**src/hw/rtl/rpd_pkg.sv**
```systemverilog
// ---------------------------------------------------------------------------
// rpd_pkg: shared types and codes of the run-length picture decoder
// Input op codes, result kinds, queue word format and decoder phases.
// ---------------------------------------------------------------------------
package rpd_pkg;

  // Field widths of the two channels
  localparam int OP_W      = 2;
  localparam int BYTE_W    = 8;
  localparam int KIND_W    = 2;
  localparam int LEN_W     = 8;
  localparam int OFS_OUT_W = 14;

  // Input op codes
  localparam logic [OP_W-1:0] OP_START = 2'd0;
  localparam logic [OP_W-1:0] OP_BYTE  = 2'd1;
  localparam logic [OP_W-1:0] OP_EOS   = 2'd2;

  // Result kinds
  localparam logic [KIND_W-1:0] KIND_RUN   = 2'd0;
  localparam logic [KIND_W-1:0] KIND_LAST  = 2'd1;
  localparam logic [KIND_W-1:0] KIND_TRUNC = 2'd2;

  // Record fields of a count byte
  localparam logic [BYTE_W-1:0] COUNT_MASK = 8'h7F;
  localparam logic [LEN_W-1:0]  COUNT_MAX  = 8'd128;
  localparam logic [1:0]        HEADER_LEN = 2'd2;

  // Depth of the queue between front and back
  localparam int QUEUE_DEPTH = 2;

  // Command classes carried through the queue
  typedef enum logic [1:0] {
    CMD_START,
    CMD_BYTE,
    CMD_EOS
  } cmd_op_t;

  typedef struct packed {
    cmd_op_t             op;
    logic [BYTE_W-1:0]   data;
  } cmd_t;

  // Decoder phases
  typedef enum logic [2:0] {
    PH_DONE,
    PH_HEADER,
    PH_COUNT,
    PH_REPEAT,
    PH_LITERAL
  } phase_t;

endpackage

```
**src/hw/rtl/rpd_front.sv**
```systemverilog
// ---------------------------------------------------------------------------
// rpd_front: input classifier
// Accepts input words, turns the op code into a queue command and drops
// the unused op code.
// ---------------------------------------------------------------------------
module rpd_front (
  input  logic                      in_valid,
  output logic                      in_ready,
  input  logic [rpd_pkg::OP_W-1:0]  in_op,
  input  logic [rpd_pkg::BYTE_W-1:0] in_byte_value,
  input  logic                      q_full,
  output logic                      q_push,
  output rpd_pkg::cmd_t             q_cmd
);
  import rpd_pkg::*;

  logic cmd_known;

  // Take a word whenever the queue has room
  assign in_ready = !q_full;

  // Classify the op code
  always_comb begin
    cmd_known  = 1'b1;
    q_cmd.op   = CMD_BYTE;
    q_cmd.data = in_byte_value;
    case (in_op)
      OP_START: q_cmd.op = CMD_START;
      OP_BYTE:  q_cmd.op = CMD_BYTE;
      OP_EOS:   q_cmd.op = CMD_EOS;
      default:  cmd_known = 1'b0;
    endcase
  end

  // Push known commands only, drop the rest
  assign q_push = in_valid && in_ready && cmd_known;

endmodule

```
**src/hw/rtl/rpd_fifo.sv**
```systemverilog
// ---------------------------------------------------------------------------
// rpd_fifo: command queue
// Short register queue that decouples the classifier from the decoder.
// ---------------------------------------------------------------------------
module rpd_fifo (
  input  logic          clk,
  input  logic          rst_n,
  input  logic          push,
  input  rpd_pkg::cmd_t push_cmd,
  input  logic          pop,
  output logic          full,
  output logic          not_empty,
  output rpd_pkg::cmd_t head_cmd
);
  import rpd_pkg::*;

  localparam int PTR_W = (QUEUE_DEPTH > 1) ? $clog2(QUEUE_DEPTH) : 1;
  localparam int CNT_W = $clog2(QUEUE_DEPTH + 1);

  cmd_t             slot_r [QUEUE_DEPTH];
  logic [PTR_W-1:0] wr_ptr_r, wr_ptr_nxt;
  logic [PTR_W-1:0] rd_ptr_r, rd_ptr_nxt;
  logic [CNT_W-1:0] count_r, count_nxt;

  assign full      = (count_r == CNT_W'(QUEUE_DEPTH));
  assign not_empty = (count_r != '0);
  assign head_cmd  = slot_r[rd_ptr_r];

  // Advance pointers and fill count
  always_comb begin
    wr_ptr_nxt = wr_ptr_r;
    rd_ptr_nxt = rd_ptr_r;
    count_nxt  = count_r;
    if (push) begin
      wr_ptr_nxt = (wr_ptr_r == PTR_W'(QUEUE_DEPTH - 1)) ? '0 : wr_ptr_r + 1'b1;
    end
    if (pop) begin
      rd_ptr_nxt = (rd_ptr_r == PTR_W'(QUEUE_DEPTH - 1)) ? '0 : rd_ptr_r + 1'b1;
    end
    if (push && !pop) begin
      count_nxt = count_r + 1'b1;
    end else if (pop && !push) begin
      count_nxt = count_r - 1'b1;
    end
  end

  always_ff @(posedge clk) begin
    if (!rst_n) begin
      wr_ptr_r <= '0;
      rd_ptr_r <= '0;
      count_r  <= '0;
    end else begin
      wr_ptr_r <= wr_ptr_nxt;
      rd_ptr_r <= rd_ptr_nxt;
      count_r  <= count_nxt;
    end
  end

  // Store the pushed word
  always_ff @(posedge clk) begin
    if (push) begin
      slot_r[wr_ptr_r] <= push_cmd;
    end
  end

  a_no_overflow: assert property (@(posedge clk) disable iff (!rst_n)
    !(push && full && !pop))
    else $error("queue push while full");

  a_no_underflow: assert property (@(posedge clk) disable iff (!rst_n)
    !(pop && !not_empty))
    else $error("queue pop while empty");

  a_count_grow: assert property (@(posedge clk) disable iff (!rst_n)
    (push && !pop) |=> (count_r == $past(count_r) + 1'b1))
    else $error("queue count did not grow on push");

endmodule

```
**src/hw/rtl/rpd_back.sv**
```systemverilog
// ---------------------------------------------------------------------------
// rpd_back: record decoder
// Walks the header, count and record phases, tracks the write offset,
// clips runs at the picture's end and holds the result in an output register.
// ---------------------------------------------------------------------------
module rpd_back #(
  parameter int COLUMNS = 80,
  parameter int ROWS    = 192
) (
  input  logic                          clk,
  input  logic                          rst_n,
  input  logic                          q_not_empty,
  input  rpd_pkg::cmd_t                 q_cmd,
  output logic                          q_pop,
  output logic                          out_valid,
  input  logic                          out_ready,
  output logic [rpd_pkg::KIND_W-1:0]    out_kind,
  output logic [rpd_pkg::BYTE_W-1:0]    out_value,
  output logic [rpd_pkg::LEN_W-1:0]     out_run_length,
  output logic [rpd_pkg::OFS_OUT_W-1:0] out_start_offset
);
  import rpd_pkg::*;

  localparam int TOTAL = COLUMNS * ROWS;
  localparam int OFS_W = $clog2(TOTAL + 1);
  localparam int SUM_W = ((OFS_W > LEN_W) ? OFS_W : LEN_W) + 1;

  phase_t             phase_r, phase_nxt;
  logic [1:0]         skip_r, skip_nxt;
  logic [LEN_W-1:0]   count_r, count_nxt;
  logic [OFS_W-1:0]   ofs_r, ofs_nxt;

  logic                 out_valid_r, out_valid_nxt;
  logic [KIND_W-1:0]    kind_r, kind_nxt;
  logic [BYTE_W-1:0]    value_r, value_nxt;
  logic [LEN_W-1:0]     len_r, len_nxt;
  logic [OFS_OUT_W-1:0] start_r, start_nxt;
  logic                 emit;

  logic [OFS_W-1:0]  remain;
  logic [SUM_W-1:0]  cnt_ext, rem_ext, rep_len_ext;
  logic              rep_end, lit_end;
  logic [LEN_W-1:0]  new_count;
  logic [31:0]       ofs_wide;
  logic [OFS_OUT_W-1:0] ofs_out;

  // Take a command when the output register is free or being emptied
  assign q_pop = q_not_empty && (!out_valid_r || out_ready);

  // Clip a repeat run at the picture's end
  assign remain      = OFS_W'(TOTAL) - ofs_r;
  assign cnt_ext     = SUM_W'(count_r);
  assign rem_ext     = SUM_W'(remain);
  assign rep_len_ext = (cnt_ext > rem_ext) ? rem_ext : cnt_ext;
  assign rep_end     = (rep_len_ext == rem_ext);
  assign lit_end     = (remain == OFS_W'(1));

  assign new_count = ((q_cmd.data & COUNT_MASK) == '0) ? COUNT_MAX
                                                        : (q_cmd.data & COUNT_MASK);
  assign ofs_wide  = 32'(ofs_r);
  assign ofs_out   = ofs_wide[OFS_OUT_W-1:0];

  // Next phase
  always_comb begin
    phase_nxt = phase_r;
    if (q_pop) begin
      case (q_cmd.op)
        CMD_START: phase_nxt = PH_HEADER;
        CMD_EOS:   phase_nxt = PH_DONE;
        CMD_BYTE: begin
          case (phase_r)
            PH_HEADER:  phase_nxt = (skip_r <= 2'd1) ? PH_COUNT : PH_HEADER;
            PH_COUNT:   phase_nxt = q_cmd.data[BYTE_W-1] ? PH_REPEAT : PH_LITERAL;
            PH_REPEAT:  phase_nxt = rep_end ? PH_DONE : PH_COUNT;
            PH_LITERAL: begin
              if (lit_end) begin
                phase_nxt = PH_DONE;
              end else if (count_r <= LEN_W'(1)) begin
                phase_nxt = PH_COUNT;
              end
            end
            default:    phase_nxt = PH_DONE;
          endcase
        end
        default: phase_nxt = phase_r;
      endcase
    end
  end

  // Counters and result
  always_comb begin
    skip_nxt  = skip_r;
    count_nxt = count_r;
    ofs_nxt   = ofs_r;
    emit      = 1'b0;
    kind_nxt  = KIND_RUN;
    value_nxt = q_cmd.data;
    len_nxt   = LEN_W'(1);
    start_nxt = ofs_out;
    if (q_pop) begin
      case (q_cmd.op)
        CMD_START: begin
          skip_nxt  = HEADER_LEN;
          count_nxt = '0;
          ofs_nxt   = '0;
        end
        CMD_EOS: begin
          if (phase_r != PH_DONE) begin
            emit      = 1'b1;
            kind_nxt  = KIND_TRUNC;
            value_nxt = '0;
            len_nxt   = '0;
            skip_nxt  = '0;
            count_nxt = '0;
          end
        end
        CMD_BYTE: begin
          case (phase_r)
            PH_HEADER: begin
              if (skip_r != '0) begin
                skip_nxt = skip_r - 1'b1;
              end
            end
            PH_COUNT: count_nxt = new_count;
            PH_REPEAT: begin
              emit      = 1'b1;
              kind_nxt  = rep_end ? KIND_LAST : KIND_RUN;
              len_nxt   = rep_len_ext[LEN_W-1:0];
              ofs_nxt   = OFS_W'(SUM_W'(ofs_r) + rep_len_ext);
              count_nxt = '0;
            end
            PH_LITERAL: begin
              emit     = 1'b1;
              kind_nxt = lit_end ? KIND_LAST : KIND_RUN;
              ofs_nxt  = ofs_r + 1'b1;
              if (lit_end) begin
                count_nxt = '0;
              end else if (count_r != '0) begin
                count_nxt = count_r - 1'b1;
              end
            end
            default: emit = 1'b0;
          endcase
        end
        default: emit = 1'b0;
      endcase
    end
  end

  // Hold a result until taken, load a new one on emit
  always_comb begin
    if (emit) begin
      out_valid_nxt = 1'b1;
    end else if (out_ready) begin
      out_valid_nxt = 1'b0;
    end else begin
      out_valid_nxt = out_valid_r;
    end
  end

  always_ff @(posedge clk) begin
    if (!rst_n) begin
      phase_r     <= PH_DONE;
      skip_r      <= '0;
      count_r     <= '0;
      ofs_r       <= '0;
      out_valid_r <= 1'b0;
    end else begin
      phase_r     <= phase_nxt;
      skip_r      <= skip_nxt;
      count_r     <= count_nxt;
      ofs_r       <= ofs_nxt;
      out_valid_r <= out_valid_nxt;
    end
  end

  always_ff @(posedge clk) begin
    if (emit) begin
      kind_r  <= kind_nxt;
      value_r <= value_nxt;
      len_r   <= len_nxt;
      start_r <= start_nxt;
    end
  end

  assign out_valid        = out_valid_r;
  assign out_kind         = kind_r;
  assign out_value        = value_r;
  assign out_run_length   = len_r;
  assign out_start_offset = start_r;

  a_ofs_in_picture: assert property (@(posedge clk) disable iff (!rst_n)
    (phase_r != PH_DONE) |-> (ofs_r < OFS_W'(TOTAL)))
    else $error("write offset past picture end while decoding");

  a_literal_count: assert property (@(posedge clk) disable iff (!rst_n)
    (phase_r == PH_LITERAL) |-> (count_r != '0))
    else $error("literal record with no bytes left");

  a_header_skip: assert property (@(posedge clk) disable iff (!rst_n)
    (phase_r == PH_HEADER) |-> (skip_r != '0))
    else $error("header phase with nothing left to skip");

  a_emit_loads: assert property (@(posedge clk) disable iff (!rst_n)
    emit |-> q_pop)
    else $error("result made without a command");

endmodule

```
**src/hw/rtl/rle_picture_run_decoder.sv**
```systemverilog
// ---------------------------------------------------------------------------
// rle_picture_run_decoder: run-length picture decoder, top level
// Decodes a run-length coded picture stream into runs of a column-major store.
// ---------------------------------------------------------------------------
// Usage:
//   in_*  : one word per handshake, in_op selects start, stream byte or end
//           of stream, in_byte_value carries the byte.
//   out_* : one word per run, kind (run, last run, truncated), value, clipped
//           length and the run's start offset in the column-major store.
//   Words are accepted at one per clock while the queue has room; a
//   classifier feeds a two-word queue and the record decoder takes one
//   queued word per clock while its output register is free or emptying.
//   A result shows on out_valid after its word has passed the queue and the
//   output register. Count bytes, header bytes and ignored words give no result.
//   When the receiver stalls, the result is held in the output register, the
//   decoder stops, the queue takes up to two more words and then in_ready
//   falls until the held result is taken.
//   After reset the decoder waits for a start word; stream bytes and end of
//   stream words before it are dropped, and no clearing pass is needed.
// ---------------------------------------------------------------------------
module rle_picture_run_decoder #(
  parameter int COLUMNS = 80,
  parameter int ROWS    = 192
) (
  input  logic                          clk,
  input  logic                          rst_n,
  input  logic                          in_valid,
  output logic                          in_ready,
  input  logic [rpd_pkg::OP_W-1:0]      in_op,
  input  logic [rpd_pkg::BYTE_W-1:0]    in_byte_value,
  output logic                          out_valid,
  input  logic                          out_ready,
  output logic [rpd_pkg::KIND_W-1:0]    out_kind,
  output logic [rpd_pkg::BYTE_W-1:0]    out_value,
  output logic [rpd_pkg::LEN_W-1:0]     out_run_length,
  output logic [rpd_pkg::OFS_OUT_W-1:0] out_start_offset
);
  import rpd_pkg::*;

  logic q_full;
  logic q_push;
  logic q_pop;
  logic q_not_empty;
  cmd_t push_cmd;
  cmd_t head_cmd;

  // Classify input words
  rpd_front u_front (
    .in_valid      (in_valid),
    .in_ready      (in_ready),
    .in_op         (in_op),
    .in_byte_value (in_byte_value),
    .q_full        (q_full),
    .q_push        (q_push),
    .q_cmd         (push_cmd)
  );

  // Queue between classifier and decoder
  rpd_fifo u_fifo (
    .clk       (clk),
    .rst_n     (rst_n),
    .push      (q_push),
    .push_cmd  (push_cmd),
    .pop       (q_pop),
    .full      (q_full),
    .not_empty (q_not_empty),
    .head_cmd  (head_cmd)
  );

  // Decode records into runs
  rpd_back #(
    .COLUMNS (COLUMNS),
    .ROWS    (ROWS)
  ) u_back (
    .clk              (clk),
    .rst_n            (rst_n),
    .q_not_empty      (q_not_empty),
    .q_cmd            (head_cmd),
    .q_pop            (q_pop),
    .out_valid        (out_valid),
    .out_ready        (out_ready),
    .out_kind         (out_kind),
    .out_value        (out_value),
    .out_run_length   (out_run_length),
    .out_start_offset (out_start_offset)
  );

endmodule
```
**config.mk**
```make
export PLATFORM = sky130hd
export DESIGN_NAME = rle_picture_run_decoder
export DESIGN_NICKNAME = d
export VERILOG_FILES = /design/src/hw/rtl/rpd_pkg.sv /design/src/hw/rtl/rpd_front.sv /design/src/hw/rtl/rpd_fifo.sv /design/src/hw/rtl/rpd_back.sv /design/src/hw/rtl/rle_picture_run_decoder.sv
export SDC_FILE = /design/constraint.sdc
export NUM_CORES = 1
export LEC_CHECK = 0
export BUFFER_PORTS_ARGS = -buffer_cell sky130_fd_sc_hd__buf_2
export CORE_MARGIN = 1.5
export CORE_UTILIZATION = 40
export DETAILED_ROUTE_END_ITERATION = 10
export PLACE_DENSITY = 0.66
export SLEW_MARGIN = 30
export SYNTH_ARGS = -nofsm -noshare
export SYNTH_HDL_FRONTEND = slang
export SYNTH_SLANG_ARGS = --single-unit
```
**constraint.sdc**
```tcl
create_clock -name clk -period 9.17 [get_ports clk]
set_clock_uncertainty 0.05 [all_clocks]
set_input_delay 0.4585 -clock clk [delete_from_list [all_inputs] [get_ports clk]]
set_output_delay 0.4585 -clock clk [all_outputs]
set_load 0.03 [all_outputs]
```
==> results of run 1 <==
worst max path at each step:
stage | to | cells after the start
6_report | u_back.ofs_out[12]$_SDFFE_PN0P_ | 19
5_1_grt | u_back.ofs_out[12]$_SDFFE_PN0P_ | 19
4_1_cts | u_back.ofs_out[12]$_SDFFE_PN0P_ | 19
3_5_place_dp | u_back.ofs_out[12]$_SDFFE_PN0P_ | 19
3_3_place_gp | u_back.ofs_out[12]$_SDFFE_PN0P_ | 19
2_1_floorplan | u_back.ofs_out[12]$_SDFFE_PN0P_ | 20
placed cells by master (no fill, tap or decap), types with 4 or more instances in the layout:
master | netlist | final
a21boi_0 | 6 | 6
a21oi_1 | 18 | 18
a22oi_1 | 5 | 5
a31oi_1 | 12 | 12
and2_1 | 8 | 8
and3_1 | 4 | 4
buf_2 | 3 | 47
clkbuf_16 | 0 | 9
conb_1 | 1 | 5
dfxtp_1 | 33 | 33
edfxtp_1 | 52 | 52
ha_1 | 27 | 27
inv_1 | 24 | 24
inv_6 | 0 | 4
mux2i_1 | 17 | 17
nand2_1 | 34 | 34
nand2b_1 | 5 | 5
nand3_1 | 15 | 15
nand4_1 | 4 | 4
nand4b_1 | 4 | 4
nor2_1 | 56 | 55
nor2b_1 | 15 | 15
nor3_1 | 18 | 18
nor3b_1 | 4 | 4
nor4_1 | 6 | 6
o211ai_1 | 6 | 6
o21a_1 | 8 | 8
o21ai_0 | 14 | 14
o21ai_1 | 5 | 5
o22ai_1 | 6 | 6
or2_2 | 4 | 4
or3_1 | 6 | 6
or4_1 | 6 | 6
xnor2_1 | 16 | 16
xor2_1 | 8 | 8
Yosys cell counts, types with 4 or more instances:
library cell	n
a21boi_0	6
a21oi_1	18
a22oi_1	5
a31oi_1	12
and2_1	8
and3_1	4
clkbuf_1	15
dfxtp_1	33
edfxtp_1	52
ha_1	27
inv_1	24
mux2i_1	17
nand2_1	34
nand2b_1	5
nand3_1	15
nand4_1	4
nand4b_1	4
nor2_1	56
nor2b_1	15
nor3_1	18
nor3b_1	4
nor4_1	6
o211ai_1	6
o21a_1	8
o21ai_0	14
o21ai_1	5
o22ai_1	6
or2_2	4
or3_1	6
or4_1	6
xnor2_1	16
xor2_1	8
cells by family (layout without fill, tap and decap cells):
kind of cell,count (synthesis),after routing,synth area share
fa+ha+maj,28,28,0.0701
xor+xnor,26,26,0.0500
buf+inv,49,90,0.0412
compound gates,110,110,0.154
flops,85,85,0.436
mux,19,19,0.0378
other cells,1,5,0.000735
simple gates,202,202,0.211
report_power, final:
group | switching (mW) | internal (mW)
clock | 0.158 | 0.214
combinational | 0.187 | 0.115
sequential | 0.0359 | 0.441
layout make-up:
| class | count | area [µm²] |
|---|---|---|
| fill | 1201 | 6720 |
| multi-input combinational | 390 | 2690 |
| sequential | 85 | 2220 |
| timing repair buffer | 49 | 270 |
| clock buffer | 9 | 225 |
| tap | 172 | 215 |
| inverter | 25 | 93.8 |
| clock inverter | 7 | 77.6 |
layer usage:
metal / vias up / track usage / routed length, µm
met4: 0 / 0.0854 / 281
met3: 17 / 0.0418 / 519
met2: 108 / 0.297 / 5630
li1: 1986 / - / -
met5: - / 0 / 0
met1: 1937 / 0.232 / 5320
sequential cells by signal (all words and copies together), names as in the netlist, 2 cells and up, named ones only:
signal                   flops
u_back.out_run_length        8
u_back.out_start_offset     14
u_back.skip_r                2
u_back.out_value             8
u_back.phase_r               3
u_back.ofs_out              14
u_back.count_r               8
u_back.out_kind              2
u_fifo.slot_r               20
u_fifo.count_r               2
worst max-delay path, stage by stage, from the launching register on:
cell and delay [ps]:
dfxtp_1 610, inv_1 130, ha_1 310, xnor2_1 290, inv_1 90, ha_1 300, o21a_1 120, o311ai_0 310
a311oi_1 170, o221ai_2 650, mux2i_1 350, nor2_1 90, ha_1 230, a21o_1 200, a21o_1 210, or3_1 310
o21ba_2 220, a31oi_1 190, xor2_1 150, o21ai_0 90
==> reports/results.tsv, run 1 <==
stage	metric	value	unit
outcome	status	finished clean	
min_path	Hold Path Depth	1	
final_layout	Core Util, Final	0.463	
timing	endpoints failing setup	0	
placed_design	dpl cells	721	
power	Pwr Density	199	nW/µm²
cts	hold buffers post-CTS	0	
placed_design	Post-DP Area	5490	µm²
timing	f_max	194	MHz
route	via count	4048	
cts	clk buf depth	2	
timing	Max transition margin	0.398	
die	core area	12500	µm²
synth	top cell type's share of synthesized area	0.306	
synth	most area-hungry cell type in the Yosys netlist	edfxtp_1	
critical_path	worst path required time	9350	ps
placed_design	routability cong.	0.846	
synth	sequential element share of the synthesized area	0.436	
min_path	Tightest Hold Check Type	input pin to flip-flop	
timing	final hold vios	0	
final_layout	Post-Layout Inst Area	5800	µm²
timing	RSZ-0062 raised after global routing	no	
power	Total Power	1.15	mW
route	Routed Wire Length	11.7	mm
die	Die Wd	116	µm
synth	post-synthesis cell count	520	
min_path	hold path start	in_byte_value[2]	
synth	Post-synth EDFFs	52	
power	Leakage	2.27	nW
timing	Tmin final	5160	ps
global_route	first-pass GRT wire length	18.9	mm
route	DRC	0	
die	Starting Density	0.408	
cts	htree depth	3	
synth	YS warnings	0	
placed_design	Port Buffer Count	47	
placed_design	DP Wirelength	8.56	mm
cts	clock-pin slew of the registers on the worst-case setup and hold paths	70	ps
critical_path	Reg-to-Reg End	u_back.ofs_out[12]$_SDFFE_PN0P_	
timing	Final period util	0.563	
synth	Main synth FF type	edfxtp_1	
final_layout	nets	602	
cts	total CTS buffers	9	
final_layout	Ant. Diodes	0	
global_route	vias in the first global route	3778	
timing	final setup margin	4010	ps
route	wire per inst	15.9	µm
cts	post-CTS setup buffers	0	
final_layout	Finished Layout Cells	737	
critical_path	reg-to-reg slack, setup	4010	ps
timing	TNS Setup	0	ps
placed_design	DP Worst Slack	4070	ps
die	Rows	41	
final_layout	layout cells sized above 1	0.150	
route	first-pass detailed-route iteration total	5	
timing	Hold Slack	244	ps
timing	worst-margin pin slew	896	ps
synth	Mean Syn Cell Area	9.81	µm²
critical_path	Arr. time, crit path	5350	ps
min_path	Hold EP	u_fifo.slot_r[0][2]$_DFFE_PP_	
timing	Slew Viols, Final	0	
critical_path	worst r2r src	u_back.ofs_out[0]$_SDFFE_PN0P_	
critical_path	Crit. End Element	flip-flop	
synth	register bit total from synthesis	85	
power	Peak VDD IR	0.153	mV
route	antenna-violating nets left	0	
die	io pins	48	
global_route	initial antenna violation count	0	
cts	clk_lat worst skew	350	ps
critical_path	Worst Reg-to-Reg Cells	19	
die	Die Y	116	µm
critical_path	CP Launch Type	flip-flop	
final_layout	Layout area overhead	13.6	%
critical_path	Max Fanout on Critical Path	14	
cts	Sink Count	85	
run	Max Cap Viol	0	
cts	CTS tree	done	
route	via-per-instance ratio	5.49	
cts	Root Buffer	clkbuf_16	
global_route	grt ovf	0	
global_route	overall routing resource usage	0.183	
synth	area of the mapped netlist	5100	µm²
critical_path	crit path kind	flip-flop to flip-flop	
synth	asr flop ratio synth	0	
route	first-iteration detailed-routing DRC count	227	
synth	post-synthesis cell type count	71	
die	Die Area	13400	µm²
synth	synth top area cells	edfxtp_1, dfxtp_1, ha_1, nor2_1, mux2i_1	
cts	Post-CTS Resized	0	
critical_path	Worst Setup SP	u_back.ofs_out[0]$_SDFFE_PN0P_	
global_route	largest net degree at the start of global routing	34	
Power figures use the tool's default switching activity.
==> run 2: changes to the inputs <==
--- a/config.mk
+++ b/config.mk
@@ -9,7 +9,7 @@
 export CORE_MARGIN = 1.5
 export CORE_UTILIZATION = 40
 export DETAILED_ROUTE_END_ITERATION = 10
-export PLACE_DENSITY = 0.66
+export PLACE_DENSITY = 0.68
 export SLEW_MARGIN = 30
 export SYNTH_ARGS = -nofsm -noshare
 export SYNTH_HDL_FRONTEND = slang
==> constraint.sdc (replaced) <==
create_clock -name clk -period 4.6 [get_ports clk]
set_clock_uncertainty 0.05 [all_clocks]
set_input_delay 0.23 -clock clk [delete_from_list [all_inputs] [get_ports clk]]
set_output_delay 0.23 -clock clk [all_outputs]
set_load 0.03 [all_outputs]
==> run 2 against run 1 <==
Global-route usage is 0.68 points higher. Non-clock buffer count grew 24. Die area unchanged. Cell area grew 4.1%. Combinational power grew 110%. Sequential cell count did not move. Maximum frequency up 17%. Sequential power increased by 96%. Sequential share of layout area decreased by 1.5 points. Worst setup slack got worse by 3800 ps. Critical path type unchanged. Largest cell class unchanged. Largest power group unchanged. Highest routed layer unchanged.
==> reports/results.tsv, run 2 (synthesis gave the netlist of run 1 again) <==
stage	metric	value	unit	change
die	Die Wd	116	µm	unchanged
timing	TNS Setup	0	ps	unchanged
final_layout	multi-input combinational cell area	2780	µm²	was 2690 µm²
final_layout	nets	626		was 602
critical_path	Crit. End Element	flip-flop		unchanged
critical_path	Buf/Inv on CP	2		unchanged
critical_path	worst r2r src	u_back.ofs_out[4]$_SDFFE_PN0P_		was u_back.ofs_out[0]$_SDFFE_PN0P_
final_layout	Layout area overhead	18.2	%	was 13.6%
cts	Sink Count	85		unchanged
critical_path	worst path required time	4830	ps	was 9350 ps
power	Leakage	2.37	nW	was 2.27 nW
route	wire per inst	16.0	µm	was 15.9 µm
timing	Slew Viols, Final	0		unchanged
critical_path	Worst Reg-to-Reg Cells	19		unchanged
critical_path	CP Launch Type	flip-flop		unchanged
min_path	Tightest Hold Check Type	input pin to flip-flop		unchanged
cts	CTS tree	done		unchanged
placed_design	routability cong.	0.885		was 0.846
die	Starting Density	0.408		unchanged
global_route	overall routing resource usage	0.190		was 0.183
timing	RSZ-0062 raised after global routing	yes		was no
min_path	hold path start	in_byte_value[5]		was in_byte_value[2]
final_layout	Reg with most FFs	u_fifo.slot_r		unchanged
critical_path	Worst path max stage delay	570	ps	was 650 ps
critical_path	Cell Chain, Critical Path	or4_4 > nor4_4 > xnor2_2 > inv_2 > ha_4 > o31ai_1 > a311oi_1 > o221ai_2 > buf_4 > mux2i_2 > nor2_1 > ha_1 > nand2_1 > o211ai_1 > a31oi_2 > o21bai_1 > xor2_1 > nand3_1 > a21boi_1		was inv_1 > ha_1 > xnor2_1 > inv_1 > ha_1 > o21a_1 > o311ai_0 > a311oi_1 > o221ai_2 > mux2i_1 > nor2_1 > ha_1 > a21o_1 > a21o_1 > or3_1 > o21ba_2 > a31oi_1 > xor2_1 > o21ai_0
cts	clk_lat worst skew	350	ps	about the same
timing	endpoints failing setup	0		unchanged
global_route	vias in the first global route	4060		was 3,778
global_route	initial antenna violation count	0		unchanged
cts	total CTS buffers	9		unchanged
route	via-per-instance ratio	5.46		was 5.49
die	core area	12500	µm²	unchanged
critical_path	Arr. time, crit path	4660	ps	was 5350 ps
timing	Final period util	0.963		was 0.563
final_layout	filler instances	1207		was 1,201
critical_path	Max Fanout on Critical Path	5		was 14
critical_path	delay-heaviest family, CP	compound AO/OA/AOI/OAI gates		unchanged
die	Die Y	116	µm	unchanged
timing	Max transition margin	0.397		was 0.398
timing	f_max	226	MHz	was 194 MHz
route	first-pass detailed-route iteration total	5		unchanged
min_path	Hold Path Depth	1		unchanged
final_layout	max reg flops	20		unchanged
power	Pwr Density	381	nW/µm²	was 199 nW/µm²
final_layout	layout cells sized above 1	0.209		was 0.150
die	io pins	48		unchanged
cts	hold buffers post-CTS	0		unchanged
global_route	grt ovf	0		unchanged
final_layout	commonest cells after routing, fill and taps aside	nor2_1, edfxtp_1, buf_2, nand2_1, dfxtp_1		unchanged
outcome	status	finished clean		unchanged
global_route	largest net degree at the start of global routing	34		unchanged
route	Routed Wire Length	12.2	mm	was 11.7 mm
route	antenna-violating nets left	0		unchanged
placed_design	Port Buffer Count	47		unchanged
cts	clock-pin slew of the registers on the worst-case setup and hold paths	60	ps	was 70 ps
timing	Tmin final	4430	ps	was 5160 ps
final_layout	Ant. Diodes	0		unchanged
final_layout	register area	2220	µm²	unchanged
power	Total Power	2.30	mW	was 1.15 mW
final_layout	most common cell after layout, fill and taps aside	nor2_1		unchanged
cts	htree depth	3		unchanged
timing	final hold vios	0		unchanged
cts	Root Buffer	clkbuf_16		unchanged
power	Peak VDD IR	0.261	mV	was 0.153 mV
min_path	Hold EP	u_fifo.slot_r[1][5]$_DFFE_PP_		was u_fifo.slot_r[0][2]$_DFFE_PP_
global_route	first-pass GRT wire length	19.8	mm	was 18.9 mm
timing	worst-margin pin slew	898	ps	was 896 ps
placed_design	DP Wirelength	8.69	mm	was 8.56 mm
die	Die Area	13400	µm²	unchanged
run	Max Cap Viol	0		unchanged
critical_path	Crit-path slowest cell	or4_4		was o221ai_2
route	via count	4157		was 4,048
route	DRC	0		unchanged
critical_path	crit path kind	flip-flop to flip-flop		unchanged
cts	clk buf depth	2		unchanged
placed_design	Post-DP Area	5590	µm²	was 5490 µm²
critical_path	reg-to-reg slack, setup	170	ps	was 4010 ps
final_layout	Post-Layout Inst Area	6030	µm²	was 5800 µm²
route	first-iteration detailed-routing DRC count	172		was 227
die	Rows	41		unchanged
timing	Hold Slack	20.5	ps	was 244 ps
critical_path	Reg-to-Reg End	u_back.ofs_out[9]$_SDFFE_PN0P_		was u_back.ofs_out[12]$_SDFFE_PN0P_
==> run 2: power by group <==
group          switching [mW]  internal [mW]  total [mW]
clock network           0.302          0.421       0.722
logic                   0.397          0.241       0.638
registers              0.0569          0.880       0.937
total                   0.756           1.54        2.30
==> run 2: timing repair <==
action                     CTS  global route
hold endpoints to repair     0             0
buffers inserted             0             9
resized for setup            1            21
pin swaps                    0            15
cloned                       0             0
setup endpoints to repair    1             7
==> run 2: layout make-up <==
cell class                 instances  share of cell area
sequential                        85               0.368
clock inverter                     6              0.0106
inverter                          25              0.0156
tap                              172              0.0357
multi-input combinational        390               0.461
timing repair buffer              73              0.0713
clock buffer                      10              0.0380
==> run 2: stage by stage <==
step,util,instances,setup WS (ps)
finish,0.482,761,172
global route,0.482,761,-121
CTS,0.470,752,53.2
detailed placement,0.446,736,8.93
global placement,0.446,736,69.8
floorplan,-,524,230
==> run 2: routing by layer <==
| layer | vias to the layer above | GRT usage | routed length, µm |
|---|---|---|---|
| met2 | 127 | 0.311 | 5900 |
| li1 | 2036 | - | - |
| met5 | - | 0 | 0 |
| met1 | 1970 | 0.242 | 5300 |
| met3 | 24 | 0.0429 | 683 |
| met4 | 0 | 0.0805 | 300 |
==> run 2: worst max path at each step <==
stage                     cells past startpoint                      startpoint                               to
after CTS                                    20  u_back.ofs_out[2]$_SDFFE_PN0P_  u_back.ofs_out[12]$_SDFFE_PN0P_
after floorplan                              20  u_back.ofs_out[2]$_SDFFE_PN0P_  u_back.ofs_out[12]$_SDFFE_PN0P_
final                                        19  u_back.ofs_out[4]$_SDFFE_PN0P_   u_back.ofs_out[9]$_SDFFE_PN0P_
after global routing                         19  u_back.ofs_out[4]$_SDFFE_PN0P_   u_back.ofs_out[9]$_SDFFE_PN0P_
after detailed placement                     20  u_back.ofs_out[2]$_SDFFE_PN0P_  u_back.ofs_out[12]$_SDFFE_PN0P_
after global placement                       20  u_back.ofs_out[2]$_SDFFE_PN0P_  u_back.ofs_out[12]$_SDFFE_PN0P_
